`src/hw/rtl/cpqm_pkg.sv`:
```
`timescale 1ns / 1ps
`default_nettype none

package cpqm_pkg;

    localparam int QUEUE_DEPTH = 16;
    localparam int HANDLE_BITS = 10;
    localparam int MAX_LENGTH  = 255;

    localparam int PTR_BITS = (QUEUE_DEPTH > 1) ? $clog2(QUEUE_DEPTH) : 1;
    localparam int CNT_BITS = $clog2(QUEUE_DEPTH + 1);

    // register indexes on the configuration port
    localparam logic [0:0] REG_HIGH_CODE = 1'b0;
    localparam logic [0:0] REG_LOW_CODE  = 1'b1;

    typedef enum logic [2:0] {
        ST_OK       = 3'd0,
        ST_BAD_LEN  = 3'd1,
        ST_BAD_SUM  = 3'd2,
        ST_BAD_PRIO = 3'd3,
        ST_FULL     = 3'd4,
        ST_EMPTY    = 3'd5,
        ST_BAD_DEQ  = 3'd6
    } status_t;

    typedef struct packed {
        logic                   push;
        logic                   pop;
        logic [HANDLE_BITS-1:0] push_data;
    } fifo_ctrl_t;

    typedef struct packed {
        logic                empty;
        logic                full;
        logic [CNT_BITS-1:0] count;
    } fifo_stat_t;

endpackage

`default_nettype wire

```
`src/hw/rtl/checksum_priority_queue_manager_top.sv`:
```
`timescale 1ns / 1ps
`default_nettype none

// two-priority output queue manager with xor packet checksum
// s_axis: one word per packet byte (tuser = 0) or dequeue request (tuser = 1);
//   tlast marks the final byte of a packet, header fields are taken from that word
// m_axis: one word per last byte and per dequeue request, none for other bytes;
//   tuser = 0 enqueue outcome, 1 dequeue outcome
// cfg: register 0 = high priority code, register 1 = low priority code;
//   always ready, write only while no word is in flight
// flow: a word is held in the input register on entry, then checked and applied
//   to the queues as it leaves it; its outcome is registered in the result
//   register and driven on m_axis from there
// throughput: one word per cycle unless an outcome word waits on m_tready, set by
//   the combinational checksum/compare path and one queue pointer update per word
// reset: accumulator, byte count, queue pointers and counts go to zero, codes
//   go to 0 and 1; queue storage keeps no reset value
// stall: while m_tready is low the outcome word holds; data bytes that give no
//   outcome keep flowing, a word that gives one waits in the input register and
//   s_tready stays low until the outcome leaves
module checksum_priority_queue_manager_top (
    input  wire logic        clk,
    input  wire logic        rst_n,

    input  wire logic        s_tvalid,
    output logic             s_tready,
    // data_byte, dest_addr, src_addr, priority_req, length, expected_checksum,
    // packet_handle, deq_priority, zero fill
    input  wire logic [71:0] s_tdata,
    input  wire logic        s_tlast,   // last_byte
    input  wire logic [0:0]  s_tuser,   // mode

    output logic             m_tvalid,
    input  wire logic        m_tready,
    // status, queue_select, handle_out, computed_checksum, zero fill
    output logic [23:0]      m_tdata,
    output logic [0:0]       m_tuser,   // kind

    input  wire logic        cfg_valid,
    output logic             cfg_ready,
    input  wire logic [0:0]  cfg_index,
    input  wire logic [7:0]  cfg_data
);

    localparam int HB = cpqm_pkg::HANDLE_BITS;

    // input register
    logic          s1_valid_reg, s1_valid_next;
    logic          s1_mode_reg;
    logic          s1_last_reg;
    logic [7:0]    s1_data_reg;
    logic [7:0]    s1_dest_reg;
    logic [7:0]    s1_src_reg;
    logic [7:0]    s1_prio_reg;
    logic [7:0]    s1_len_reg;
    logic [7:0]    s1_exp_reg;
    logic [HB-1:0] s1_handle_reg;
    logic [7:0]    s1_deq_reg;

    logic [7:0]    high_code_reg;
    logic [7:0]    low_code_reg;
    logic [7:0]    acc_reg, acc_next;
    logic [7:0]    cnt_reg, cnt_next;

    // result register
    logic                  out_valid_reg, out_valid_next;
    logic                  out_kind_reg, out_kind_next;
    cpqm_pkg::status_t     out_status_reg, out_status_next;
    logic                  out_qsel_reg, out_qsel_next;
    logic [HB-1:0]         out_handle_reg, out_handle_next;
    logic [7:0]            out_csum_reg, out_csum_next;
    logic                  out_deq_ok_reg, out_deq_ok_next;

    cpqm_pkg::fifo_ctrl_t  high_ctrl, low_ctrl;
    cpqm_pkg::fifo_stat_t  high_stat, low_stat;
    logic [HB-1:0]         high_rd_data, low_rd_data;

    logic       in_take;
    logic       produces;
    logic       fire;
    logic [7:0] acc_sum;
    logic [7:0] cnt_sat;
    logic [7:0] csum;
    logic       len_bad;

    assign produces = s1_mode_reg | s1_last_reg;
    assign fire     = s1_valid_reg & (~produces | ~out_valid_reg | m_tready);
    assign s_tready = ~s1_valid_reg | fire;
    assign in_take  = s_tvalid & s_tready;
    assign cfg_ready = 1'b1;

    assign acc_sum = acc_reg ^ s1_data_reg;
    assign cnt_sat = (cnt_reg == 8'hFF) ? cnt_reg : cnt_reg + 8'd1;
    assign csum    = s1_dest_reg ^ s1_src_reg ^ s1_prio_reg ^ s1_len_reg ^ acc_sum;
    assign len_bad = (s1_len_reg == 8'd0) || (s1_len_reg > 8'(cpqm_pkg::MAX_LENGTH))
                     || (s1_len_reg != cnt_sat);

    always_comb
    begin
        s1_valid_next = s1_valid_reg;
        if (in_take)
        begin
            s1_valid_next = 1'b1;
        end
        else if (fire)
        begin
            s1_valid_next = 1'b0;
        end
    end

    always_comb
    begin
        acc_next        = acc_reg;
        cnt_next        = cnt_reg;
        high_ctrl       = '{push: 1'b0, pop: 1'b0, push_data: s1_handle_reg};
        low_ctrl        = '{push: 1'b0, pop: 1'b0, push_data: s1_handle_reg};
        out_kind_next   = out_kind_reg;
        out_status_next = out_status_reg;
        out_qsel_next   = out_qsel_reg;
        out_handle_next = out_handle_reg;
        out_csum_next   = out_csum_reg;
        out_deq_ok_next = out_deq_ok_reg;

        if (fire)
        begin
            if (!s1_mode_reg)
            begin
                if (!s1_last_reg)
                begin
                    acc_next = acc_sum;
                    cnt_next = cnt_sat;
                end
                else
                begin
                    acc_next        = '0;
                    cnt_next        = '0;
                    out_kind_next   = 1'b0;
                    out_csum_next   = csum;
                    out_qsel_next   = 1'b0;
                    out_handle_next = '0;
                    out_deq_ok_next = 1'b0;
                    out_status_next = cpqm_pkg::ST_OK;
                    priority if (len_bad)
                    begin
                        out_status_next = cpqm_pkg::ST_BAD_LEN;
                    end
                    else if (csum != s1_exp_reg)
                    begin
                        out_status_next = cpqm_pkg::ST_BAD_SUM;
                    end
                    else if (s1_prio_reg == high_code_reg)
                    begin
                        if (high_stat.full)
                        begin
                            out_status_next = cpqm_pkg::ST_FULL;
                        end
                        else
                        begin
                            high_ctrl.push  = 1'b1;
                            out_handle_next = s1_handle_reg;
                        end
                    end
                    else if (s1_prio_reg == low_code_reg)
                    begin
                        out_qsel_next = 1'b1;
                        if (low_stat.full)
                        begin
                            out_status_next = cpqm_pkg::ST_FULL;
                        end
                        else
                        begin
                            low_ctrl.push   = 1'b1;
                            out_handle_next = s1_handle_reg;
                        end
                    end
                    else
                    begin
                        out_status_next = cpqm_pkg::ST_BAD_PRIO;
                    end
                end
            end
            else
            begin
                out_kind_next   = 1'b1;
                out_csum_next   = '0;
                out_qsel_next   = 1'b0;
                out_handle_next = '0;
                out_deq_ok_next = 1'b0;
                out_status_next = cpqm_pkg::ST_OK;
                // popped handle arrives through the queue's registered read port
                priority if (s1_deq_reg == high_code_reg)
                begin
                    if (high_stat.empty)
                    begin
                        out_status_next = cpqm_pkg::ST_EMPTY;
                    end
                    else
                    begin
                        high_ctrl.pop   = 1'b1;
                        out_deq_ok_next = 1'b1;
                    end
                end
                else if (s1_deq_reg == low_code_reg)
                begin
                    out_qsel_next = 1'b1;
                    if (low_stat.empty)
                    begin
                        out_status_next = cpqm_pkg::ST_EMPTY;
                    end
                    else
                    begin
                        low_ctrl.pop    = 1'b1;
                        out_deq_ok_next = 1'b1;
                    end
                end
                else
                begin
                    out_status_next = cpqm_pkg::ST_BAD_DEQ;
                end
            end
        end
    end

    always_comb
    begin
        out_valid_next = out_valid_reg;
        if (fire && produces)
        begin
            out_valid_next = 1'b1;
        end
        else if (m_tready)
        begin
            out_valid_next = 1'b0;
        end
    end

    always_ff @(posedge clk or negedge rst_n)
    begin
        if (!rst_n)
        begin
            s1_valid_reg   <= 1'b0;
            out_valid_reg  <= 1'b0;
            acc_reg        <= '0;
            cnt_reg        <= '0;
            high_code_reg  <= 8'd0;
            low_code_reg   <= 8'd1;
        end
        else
        begin
            s1_valid_reg  <= s1_valid_next;
            out_valid_reg <= out_valid_next;
            acc_reg       <= acc_next;
            cnt_reg       <= cnt_next;
            if (cfg_valid)
            begin
                unique case (cfg_index)
                    cpqm_pkg::REG_HIGH_CODE: high_code_reg <= cfg_data;
                    cpqm_pkg::REG_LOW_CODE:  low_code_reg  <= cfg_data;
                    default:                 high_code_reg <= high_code_reg;
                endcase
            end
        end
    end

    always_ff @(posedge clk)
    begin
        if (in_take)
        begin
            s1_mode_reg   <= s_tuser[0];
            s1_last_reg   <= s_tlast;
            s1_data_reg   <= s_tdata[7:0];
            s1_dest_reg   <= s_tdata[15:8];
            s1_src_reg    <= s_tdata[23:16];
            s1_prio_reg   <= s_tdata[31:24];
            s1_len_reg    <= s_tdata[39:32];
            s1_exp_reg    <= s_tdata[47:40];
            s1_handle_reg <= s_tdata[48 +: HB];
            s1_deq_reg    <= s_tdata[58 +: 8];
        end
        out_kind_reg   <= out_kind_next;
        out_status_reg <= out_status_next;
        out_qsel_reg   <= out_qsel_next;
        out_handle_reg <= out_handle_next;
        out_csum_reg   <= out_csum_next;
        out_deq_ok_reg <= out_deq_ok_next;
    end

    cpqm_fifo u_high_fifo (
        .clk     (clk),
        .rst_n   (rst_n),
        .ctrl    (high_ctrl),
        .stat    (high_stat),
        .rd_data (high_rd_data)
    );

    cpqm_fifo u_low_fifo (
        .clk     (clk),
        .rst_n   (rst_n),
        .ctrl    (low_ctrl),
        .stat    (low_stat),
        .rd_data (low_rd_data)
    );

    logic [HB-1:0] handle_word;

    assign handle_word = out_deq_ok_reg ? (out_qsel_reg ? low_rd_data : high_rd_data)
                                        : out_handle_reg;

    assign m_tvalid = out_valid_reg;
    assign m_tuser  = out_kind_reg;
    assign m_tdata  = {2'b00, out_csum_reg, handle_word, out_qsel_reg, out_status_reg};

    // a packet always restarts the accumulator and byte count
    assert property (@(posedge clk) disable iff (!rst_n)
        (fire && !s1_mode_reg && s1_last_reg) |=> (acc_reg == '0 && cnt_reg == '0))
    else $error("accumulator not cleared after last byte");

    assert property (@(posedge clk) disable iff (!rst_n)
        (high_stat.count <= cpqm_pkg::CNT_BITS'(cpqm_pkg::QUEUE_DEPTH))
        && (low_stat.count <= cpqm_pkg::CNT_BITS'(cpqm_pkg::QUEUE_DEPTH)))
    else $error("queue count beyond depth");

    // a queue is never pushed and popped by one word
    assert property (@(posedge clk) disable iff (!rst_n)
        $countones({high_ctrl.push, high_ctrl.pop, low_ctrl.push, low_ctrl.pop}) <= 1)
    else $error("more than one queue operation in a cycle");

    assert property (@(posedge clk) disable iff (!rst_n)
        (out_valid_reg && !m_tready) |=> (out_valid_reg && $stable(handle_word)))
    else $error("stalled result handle changed");

endmodule

`default_nettype wire

```
`src/hw/rtl/cpqm_fifo.sv`:
```
`timescale 1ns / 1ps
`default_nettype none

module cpqm_fifo (
    input  wire logic                                clk,
    input  wire logic                                rst_n,
    input  wire cpqm_pkg::fifo_ctrl_t                ctrl,
    output cpqm_pkg::fifo_stat_t                     stat,
    output logic [cpqm_pkg::HANDLE_BITS-1:0]         rd_data
);

    logic [cpqm_pkg::HANDLE_BITS-1:0] mem [cpqm_pkg::QUEUE_DEPTH];

    logic [cpqm_pkg::PTR_BITS-1:0]    rd_ptr_reg, rd_ptr_next;
    logic [cpqm_pkg::PTR_BITS-1:0]    wr_ptr_reg, wr_ptr_next;
    logic [cpqm_pkg::CNT_BITS-1:0]    count_reg, count_next;
    logic [cpqm_pkg::HANDLE_BITS-1:0] rd_data_reg;

    function automatic logic [cpqm_pkg::PTR_BITS-1:0] ptr_inc(
        input logic [cpqm_pkg::PTR_BITS-1:0] p
    );
        logic [cpqm_pkg::PTR_BITS-1:0] r;
        if (p == cpqm_pkg::PTR_BITS'(cpqm_pkg::QUEUE_DEPTH - 1))
        begin
            r = '0;
        end
        else
        begin
            r = p + 1'b1;
        end
        return r;
    endfunction

    always_comb
    begin
        rd_ptr_next = rd_ptr_reg;
        wr_ptr_next = wr_ptr_reg;
        count_next  = count_reg;
        // the caller never pushes and pops in the same cycle
        if (ctrl.push)
        begin
            wr_ptr_next = ptr_inc(wr_ptr_reg);
            count_next  = count_reg + 1'b1;
        end
        else if (ctrl.pop)
        begin
            rd_ptr_next = ptr_inc(rd_ptr_reg);
            count_next  = count_reg - 1'b1;
        end
    end

    always_ff @(posedge clk or negedge rst_n)
    begin
        if (!rst_n)
        begin
            rd_ptr_reg <= '0;
            wr_ptr_reg <= '0;
            count_reg  <= '0;
        end
        else
        begin
            rd_ptr_reg <= rd_ptr_next;
            wr_ptr_reg <= wr_ptr_next;
            count_reg  <= count_next;
        end
    end

    always_ff @(posedge clk)
    begin
        if (ctrl.push)
        begin
            mem[wr_ptr_reg] <= ctrl.push_data;
        end
        if (ctrl.pop)
        begin
            rd_data_reg <= mem[rd_ptr_reg];
        end
    end

    assign stat.count = count_reg;
    assign stat.empty = (count_reg == '0);
    assign stat.full  = (count_reg == cpqm_pkg::CNT_BITS'(cpqm_pkg::QUEUE_DEPTH));
    assign rd_data    = rd_data_reg;

endmodule

`default_nettype wire
```
`config.mk`:
```
export PLATFORM = sky130hd
export DESIGN_NAME = checksum_priority_queue_manager_top
export DESIGN_NICKNAME = d
export VERILOG_FILES = /design/src/hw/rtl/cpqm_pkg.sv /design/src/hw/rtl/checksum_priority_queue_manager_top.sv /design/src/hw/rtl/cpqm_fifo.sv
export SDC_FILE = /design/constraint.sdc
export NUM_CORES = 1
export LEC_CHECK = 0
export BUFFER_PORTS_ARGS = -buffer_cell sky130_fd_sc_hd__buf_4
export CORE_MARGIN = 10
export CORE_UTILIZATION = 51
export DETAILED_ROUTE_END_ITERATION = 8
export HOLD_SLACK_MARGIN = 0.15
export PLACE_DENSITY = 0.77
export SLEW_MARGIN = 5
export SYNTH_ARGS = -nofsm -noshare
export SYNTH_HDL_FRONTEND = slang
export SYNTH_SLANG_ARGS = --single-unit
```
`constraint.sdc`:
```
create_clock -name clk -period 5.9 [get_ports clk]
set_input_delay 0.59 -clock clk [delete_from_list [all_inputs] [get_ports clk]]
set_output_delay 0.59 -clock clk [all_outputs]
set_load 0.05 [all_outputs]
```
==> metrics.txt, run 1 <==
synth unique cells=68; vias in the first global route=11560; clock period minus worst slack=4.68 ns; Power Density=331 nW/um^2; most common cell in the netlist=edfxtp_1; CP endpoint=u_high_fifo.count_reg[4]; cell count after synthesis=1211; Die X-Extent=221 um; fin. max-slew vios=0; CP Capture Type=flip-flop; maximum clock insertion buffer count=3; CTS tree=built; cell family with most CP delay=simple AND/OR/NAND/NOR gates; Clock Skew=0.0159 ns; CTS root buf=clkbuf_16; status=finished clean; final period utilization=79.3%; total clock sinks=492; worst path cell trace=ha_1 > and4_1 > a21oi_1 > or4_1 > a32o_2 > nor2_2 > and3_1 > inv_1 > ha_1 > nor2b_1 > o21ai_0 > nand2b_1 > nor4_1 > a31oi_1 > xnor2_1; post-synth top area cell=edfxtp_1; Worst Hold Class=in -> reg; leading post-synthesis cells by cell area=edfxtp_1, mux4_2, dfrtp_1, xnor2_1, mux2i_1; H-tree levels=2; total number of yosys warnings=0; Slew @ Worst Pin=1.33 ns; clk slew on worst S/H paths=0.07 ns; FFs w/ async S/R, synth=12.2%; worst slack, placed=1.33 ns; register area share after synthesis=70.3%; Worst VDD drop=227 uV; final-report hold violation count=0; Core Footprint=39800 sq um; Syn-to-layout area delta=14.5%; grt ovf=0; routability-driven placement congestion ratio=0.834; worst r2r dst=u_high_fifo.count_reg[4]; io pins=116; r2r setup slk=1.22 ns; final setup TNS=0 ns; Die Ht=221 um; Setup Viol. Count Final=0; flops & latches, synth=492; max_cap viols=0; DR pass1 iterations=5; cell with the most instances on the worst path=ha_1; Setup crit start kind=flip-flop; CP max stage delay=0.66 ns; Initial Util=51.7%; Critical Path RT=6.37 ns; Leak=8.09 nW; origin of the critical flop-to-flop path=cnt_reg[0]; largest net degree at the start of global routing=61; clock latency on the worst-skew pair=0.59 ns; total CTS buffers=49; crit path DAT=5.15 ns; relative max-transition margin=11.5%; Synth top cells by count=edfxtp_1, mux4_2, nand2_1; first-pass GRT wire length=67.9 mm; Setup CP Type=reg -> reg; CP bufs+invs=1; via count=11069; Largest regs=u_high_fifo.mem (160), u_low_fifo.mem (160); Setup Fix Bufs, Post-CTS=0; crit path max fanout=21; EDFF count, synth=432; vias per cell=5.87; ANT cells=0; Port Buffer Count=106; Crit. Startpoint=cnt_reg[0]; Core Rows=73; DRT Wirelength=43.7 mm; layout cells sized above 1=23.7%; Post-DRT Antenna Nets=0; Peak Freq=214 MHz; Synth Cell Area=20600 sq um; initial antenna violation count=0; Synth top area share=63.0%; ys flop type=edfxtp_1; hold path start=s_tdata[64]; drt initial violations=940; Routed WL per cell=23.2 um; unrepaired setup endpoints after global routing=no; all-layer global routing usage=17.6%; Nets=1429; R2R depth=15; WP depth=15; total die area=48800 sq um; dpl hpwl=27.8 mm; Avg Inst Size Synth=17.0 sq um; DRC viols=0; Max stage delay cell, worst path=and3_1; PnR worst setup slack=1.22 ns
## where the power goes
| part | total [mW] | internal (mW) | switching [mW] |
|---|---|---|---|
| Combinational | 0.570 | 0.259 | 0.311 |
| Clock | 3.20 | 1.89 | 1.31 |
| Sequential | 4.03 | 3.90 | 0.133 |
## metrics by stage
stage | util (%) | std cells | power (mW) | hold WS [ns] | area (sq um)
detailed placement | 55.0 | 1795 | 4.67 | 0.497 | 21900
floorplan | - | 1212 | 4.46 | 0.294 | 20600
global route | 59.2 | 1887 | 8.05 | 0.152 | 23600
global placement | 55.0 | 1795 | 4.66 | 0.485 | 21900
CTS | 59.2 | 1887 | 7.85 | 0.153 | 23600
finish | 59.2 | 1887 | 7.80 | 0.175 | 23600
## layout make-up
cell class | instances | area, sq um
well taps | 525 | 657
flip-flops and latches | 492 | 14500
inverters | 19 | 71.3
multi-input cells | 640 | 5800
clock inverters | 29 | 367
clock buffers | 62 | 1310
repair buffers | 120 | 903
fillers | 2881 | 16200
## how the worst min path moves through the flow
stage	to	slack, ns	cells past startpoint
final	s1_deq_reg[6]	0.18	1
after global routing	s1_handle_reg[7]	0.15	1
after CTS	s1_handle_reg[5]	0.15	1
after detailed placement	u_high_fifo.count_reg[4]	0.50	1
after global placement	u_high_fifo.count_reg[4]	0.48	1
after floorplan	acc_reg[0]	0.29	0
## cells in the final DEF (no fill, tap or decap), types with 5 or more instances in the layout
master / netlist / routed
edfxtp_1: 432 / 432
buf_4: 9 / 119
mux4_2: 70 / 70
nand2_1: 60 / 60
dfrtp_1: 59 / 57
xnor2_1: 53 / 53
clkbuf_16: 0 / 49
o21ai_0: 48 / 48
mux2i_1: 46 / 46
a21oi_1: 45 / 45
xor2_1: 42 / 42
mux2_2: 35 / 35
nor2_1: 36 / 35
inv_1: 19 / 19
and3_1: 18 / 18
ha_1: 17 / 17
and2_1: 15 / 15
nor4_1: 13 / 13
nand3_1: 12 / 12
nor2b_1: 11 / 10
a221oi_1: 10 / 10
a22oi_1: 10 / 10
clkbuf_1: 38 / 10
and4_1: 9 / 9
and4b_1: 9 / 9
nand4_1: 7 / 7
bufinv_16: 0 / 7
a31oi_1: 6 / 6
clkinv_1: 0 / 6
a21o_1: 5 / 5
inv_6: 0 / 5
## repair_timing
item	CTS	global route
endpoints found under the setup margin	0	0
resized for setup	0	0
hold buffers	1	0
hold endpoints to repair	47	0
## kinds of logic after synthesis
| kind of cell | Yosys count | share of synthesized area, % |
|---|---|---|
| buffers and inverters | 80 | 1.65 |
| AOI/OAI and AO/OA | 154 | 4.70 |
| adders and majority gates | 19 | 1.23 |
| muxes | 153 | 12.0 |
| other | 2 | 0.0365 |
| xor gates and xnor gates | 98 | 4.34 |
| DFF | 492 | 70.3 |
| and+or+nand+nor | 213 | 5.79 |
## routing by layer
| layer | vias to the layer above | GRT usage, % | wire length, um |
|---|---|---|---|
| met3 | 68 | 3.85 | 3230 |
| met1 | 5573 | 23.7 | 18500 |
| met5 | - | 0 | 0 |
| met4 | 0 | 4.82 | 945 |
| met2 | 481 | 28.5 | 21100 |
| li1 | 4947 | - | - |
## worst register-to-register path, stage by stage (launching register included)
cell and delay, ns:
dfrtp_1 0.48, ha_1 0.47, and4_1 0.39, a21oi_1 0.10, or4_1 0.51, a32o_2 0.31, nor2_2 0.25, and3_1 0.66
inv_1 0.20, ha_1 0.38, nor2b_1 0.14, o21ai_0 0.14, nand2b_1 0.10, nor4_1 0.20, a31oi_1 0.09, xnor2_1 0.15
Note: power is estimated with default switching activity, not from simulation.
==> run 2: changes to the inputs <==
PLACE_DENSITY = 0.79   (was 0.77)
clock period = 3.9 ns   (was 5.9 ns; I/O delays follow)
==> run 2 against run 1 <==
  * Die area unchanged
  * First-iteration DRC count increased by 14%
  * Core utilization up 2.1 points
==> metrics.txt, run 2 (same netlist as run 1, synthesis figures left out) <==
fin. max-slew vios=0 (unchanged); DRC viols=0 (unchanged); Slew @ Worst Pin=1.38 ns (was 1.33 ns); Flop pwr share=51.7% (about the same); Crit. Startpoint=cnt_reg[0] (unchanged); CTS root buf=clkbuf_16 (unchanged); status=finished clean (unchanged); worst r2r dst=u_low_fifo.count_reg[4] (was u_high_fifo.count_reg[4]); grt ovf=0 (unchanged); clk slew on worst S/H paths=0.06 ns (was 0.07 ns); R2R depth=14 (was 15); total CTS buffers=48 (was 49); PnR worst setup slack=0.245 ns (was 1.22 ns); max_cap viols=0 (unchanged); crit path max fanout=6 (was 21); switching share of total power=22.9% (was 22.5%); initial antenna violation count=3 (was 0); first-pass GRT wire length=72.6 mm (was 67.9 mm); worst path cell trace=ha_1 > and4_2 > a21oi_1 > or4_1 > a32o_2 > nor2_4 > and3_1 > inv_1 > fa_1 > a21o_1 > a21oi_1 > inv_1 > a41oi_1 > xnor2_1 (was ha_1 > and4_1 > a21oi_1 > or4_1 > a32o_2 > nor2_2 > and3_1 > inv_1 > ha_1 > nor2b_1 > o21ai_0 > nand2b_1 > nor4_1 > a31oi_1 > xnor2_1); Placed Area=22000 sq um (was 21900 sq um); net switching power=2.69 mW (was 1.75 mW); CP endpoint=u_low_fifo.count_reg[4] (was u_high_fifo.count_reg[4]); final period utilization=93.7% (was 79.3%); vias per cell=5.84 (was 5.87); Routed WL per cell=23.7 um (was 23.2 um); drt initial violations=1076 (was 940); Worst Hold Class=in -> reg (unchanged); CP Capture Type=flip-flop (unchanged); routability-driven placement congestion ratio=0.836 (was 0.834); Worst VDD drop=324 uV (was 227 uV); Core Footprint=39800 sq um (unchanged); crit path DAT=4.17 ns (was 5.15 ns); Largest regs=u_high_fifo.mem (160), u_low_fifo.mem (160) (unchanged); Nets=1523 (was 1429); DRT Wirelength=47.1 mm (was 43.7 mm); final instance area=24400 sq um (was 23600 sq um); CP bufs+invs=2 (was 1); DR pass1 iterations=7 (was 5); layout cells sized above 1=23.2% (was 23.7%); Final Power=11.8 mW (was 7.80 mW); io pins=116 (unchanged); Power Internal=9.07 mW (was 6.05 mW); hold path cells=4 (was 1); via count=11588 (was 11069); Max stage delay cell, worst path=or4_1 (was and3_1); cell family with most CP delay=simple AND/OR/NAND/NOR gates (unchanged); clock period minus worst slack=3.66 ns (was 4.68 ns); Die X-Extent=221 um (unchanged); Setup CP Type=reg -> reg (unchanged); Peak Freq=274 MHz (was 214 MHz); Setup crit start kind=flip-flop (unchanged); Core Rows=73 (unchanged); Initial Util=51.7% (unchanged); Port Buffer Count=106 (unchanged); all-layer global routing usage=19.0% (was 17.6%); unrepaired setup endpoints after global routing=no (unchanged); total die area=48800 sq um (unchanged); relative max-transition margin=7.74% (was 11.5%); final-report hold violation count=0 (unchanged); vias in the first global route=12043 (was 11560); Post-DRT Antenna Nets=0 (unchanged); H-tree levels=2 (unchanged); dpl hpwl=28.3 mm (was 27.8 mm); most frequent cells in the layout=edfxtp_1, buf_4, dlygate4sd3_1 (was edfxtp_1, buf_4, mux4_2); Clock Skew=0.0168 ns (was 0.0159 ns); commonest non-fill, non-tap cell in the layout=edfxtp_1 (unchanged); Setup Viol. Count Final=0 (unchanged); Die Ht=221 um (unchanged); final setup TNS=0 ns (unchanged); worst slack, placed=0.150 ns (was 1.33 ns); maximum clock insertion buffer count=3 (unchanged); Critical Path RT=4.41 ns (was 6.37 ns); Power Density=481 nW/um^2 (was 331 nW/um^2); Syn-to-layout area delta=18.7% (was 14.5%); clock latency on the worst-skew pair=0.59 ns (about the same); CTS tree=built (unchanged); Clk network pwr share=39.9% (was 41.0%); r2r setup slk=0.24 ns (was 1.22 ns); total clock sinks=492 (unchanged); Leak=8.49 nW (was 8.09 nW); origin of the critical flop-to-flop path=cnt_reg[0] (unchanged); combinational fraction of design power=8.4% (was 7.3%); WP depth=14 (was 15); largest net degree at the start of global routing=62 (was 61); CP max stage delay=0.51 ns (was 0.66 ns)
[run 2: changes by cell type in the layout (fill, tap and decap cells not counted), sizes merged]
cell,delta
bufinv,-2
clkinv,+6
dlygate4sd3,+77
clkinvlp,-2
diode,+3
inv,-4
buf,+18
[run 2: power groups by stage]
stage / clock network (mW) / registers, mW / logic, mW
floorplan: 0 / 6.17 / 0.579
global placement: 0 / 6.18 / 0.890
detailed placement: 0 / 6.19 / 0.913
CTS: 4.75 / 6.08 / 0.979
global route: 4.96 / 6.10 / 1.06
finish: 4.69 / 6.08 / 0.990
[run 2: area by class of cell]
type | instances | area, sq um
Fill cell | 2752 | 15400
Sequential cell | 492 | 14500
Multi-Input combinational cell | 640 | 5800
Timing Repair Buffer | 215 | 1820
Clock buffer | 62 | 1310
Tap cell | 525 | 657
Clock inverter | 27 | 288
Inverter | 19 | 71.3
Antenna cell | 3 | 7.51
[run 2: worst min-delay path by stage]
stage | start | to | slack (ns)
finish | m_tready | m_tvalid | 0.23
global route | m_tready | m_tvalid | 0.28
CTS | m_tready | m_tvalid | 0.21
detailed placement | u_high_fifo.count_reg[4] | u_high_fifo.count_reg[4] | 0.50
global placement | u_high_fifo.count_reg[4] | u_high_fifo.count_reg[4] | 0.49
floorplan | rst_n | acc_reg[0] | 0.09
[run 2: stage by stage]
stage | instances | utilization [%] | hold slack [ns]
floorplan | 1212 | - | 0.0944
global placement | 1812 | 55.3 | 0.488
detailed placement | 1812 | 55.3 | 0.496
CTS | 1979 | 61.3 | 0.206
global route | 1982 | 61.3 | 0.281
finish | 1983 | 61.4 | 0.227
[run 2: worst min-delay path: stages]
cell and delay (ns):
buf_4 0.10, inv_1 0.05, nand2_1 0.13, o21ai_0 0.10
[run 2: layer usage]
| metal | GRT usage (%) | vias to the layer above | part of all wire (%) |
|---|---|---|---|
| met4 | 5.35 | 0 | 2.4 |
| li1 | - | 5134 | - |
| met5 | 0 | - | 0 |
| met3 | 4.26 | 86 | 7.9 |
| met1 | 24.4 | 5865 | 40 |
| met2 | 31.7 | 503 | 50 |
[run 2: timing repair]
action / CTS / global route
buffers inserted: 0 / 1
hold buffers: 78 / 0
endpoints found under the setup margin: 0 / 2
endpoints found under the hold margin: 144 / 0
gates resized for setup: 0 / 2
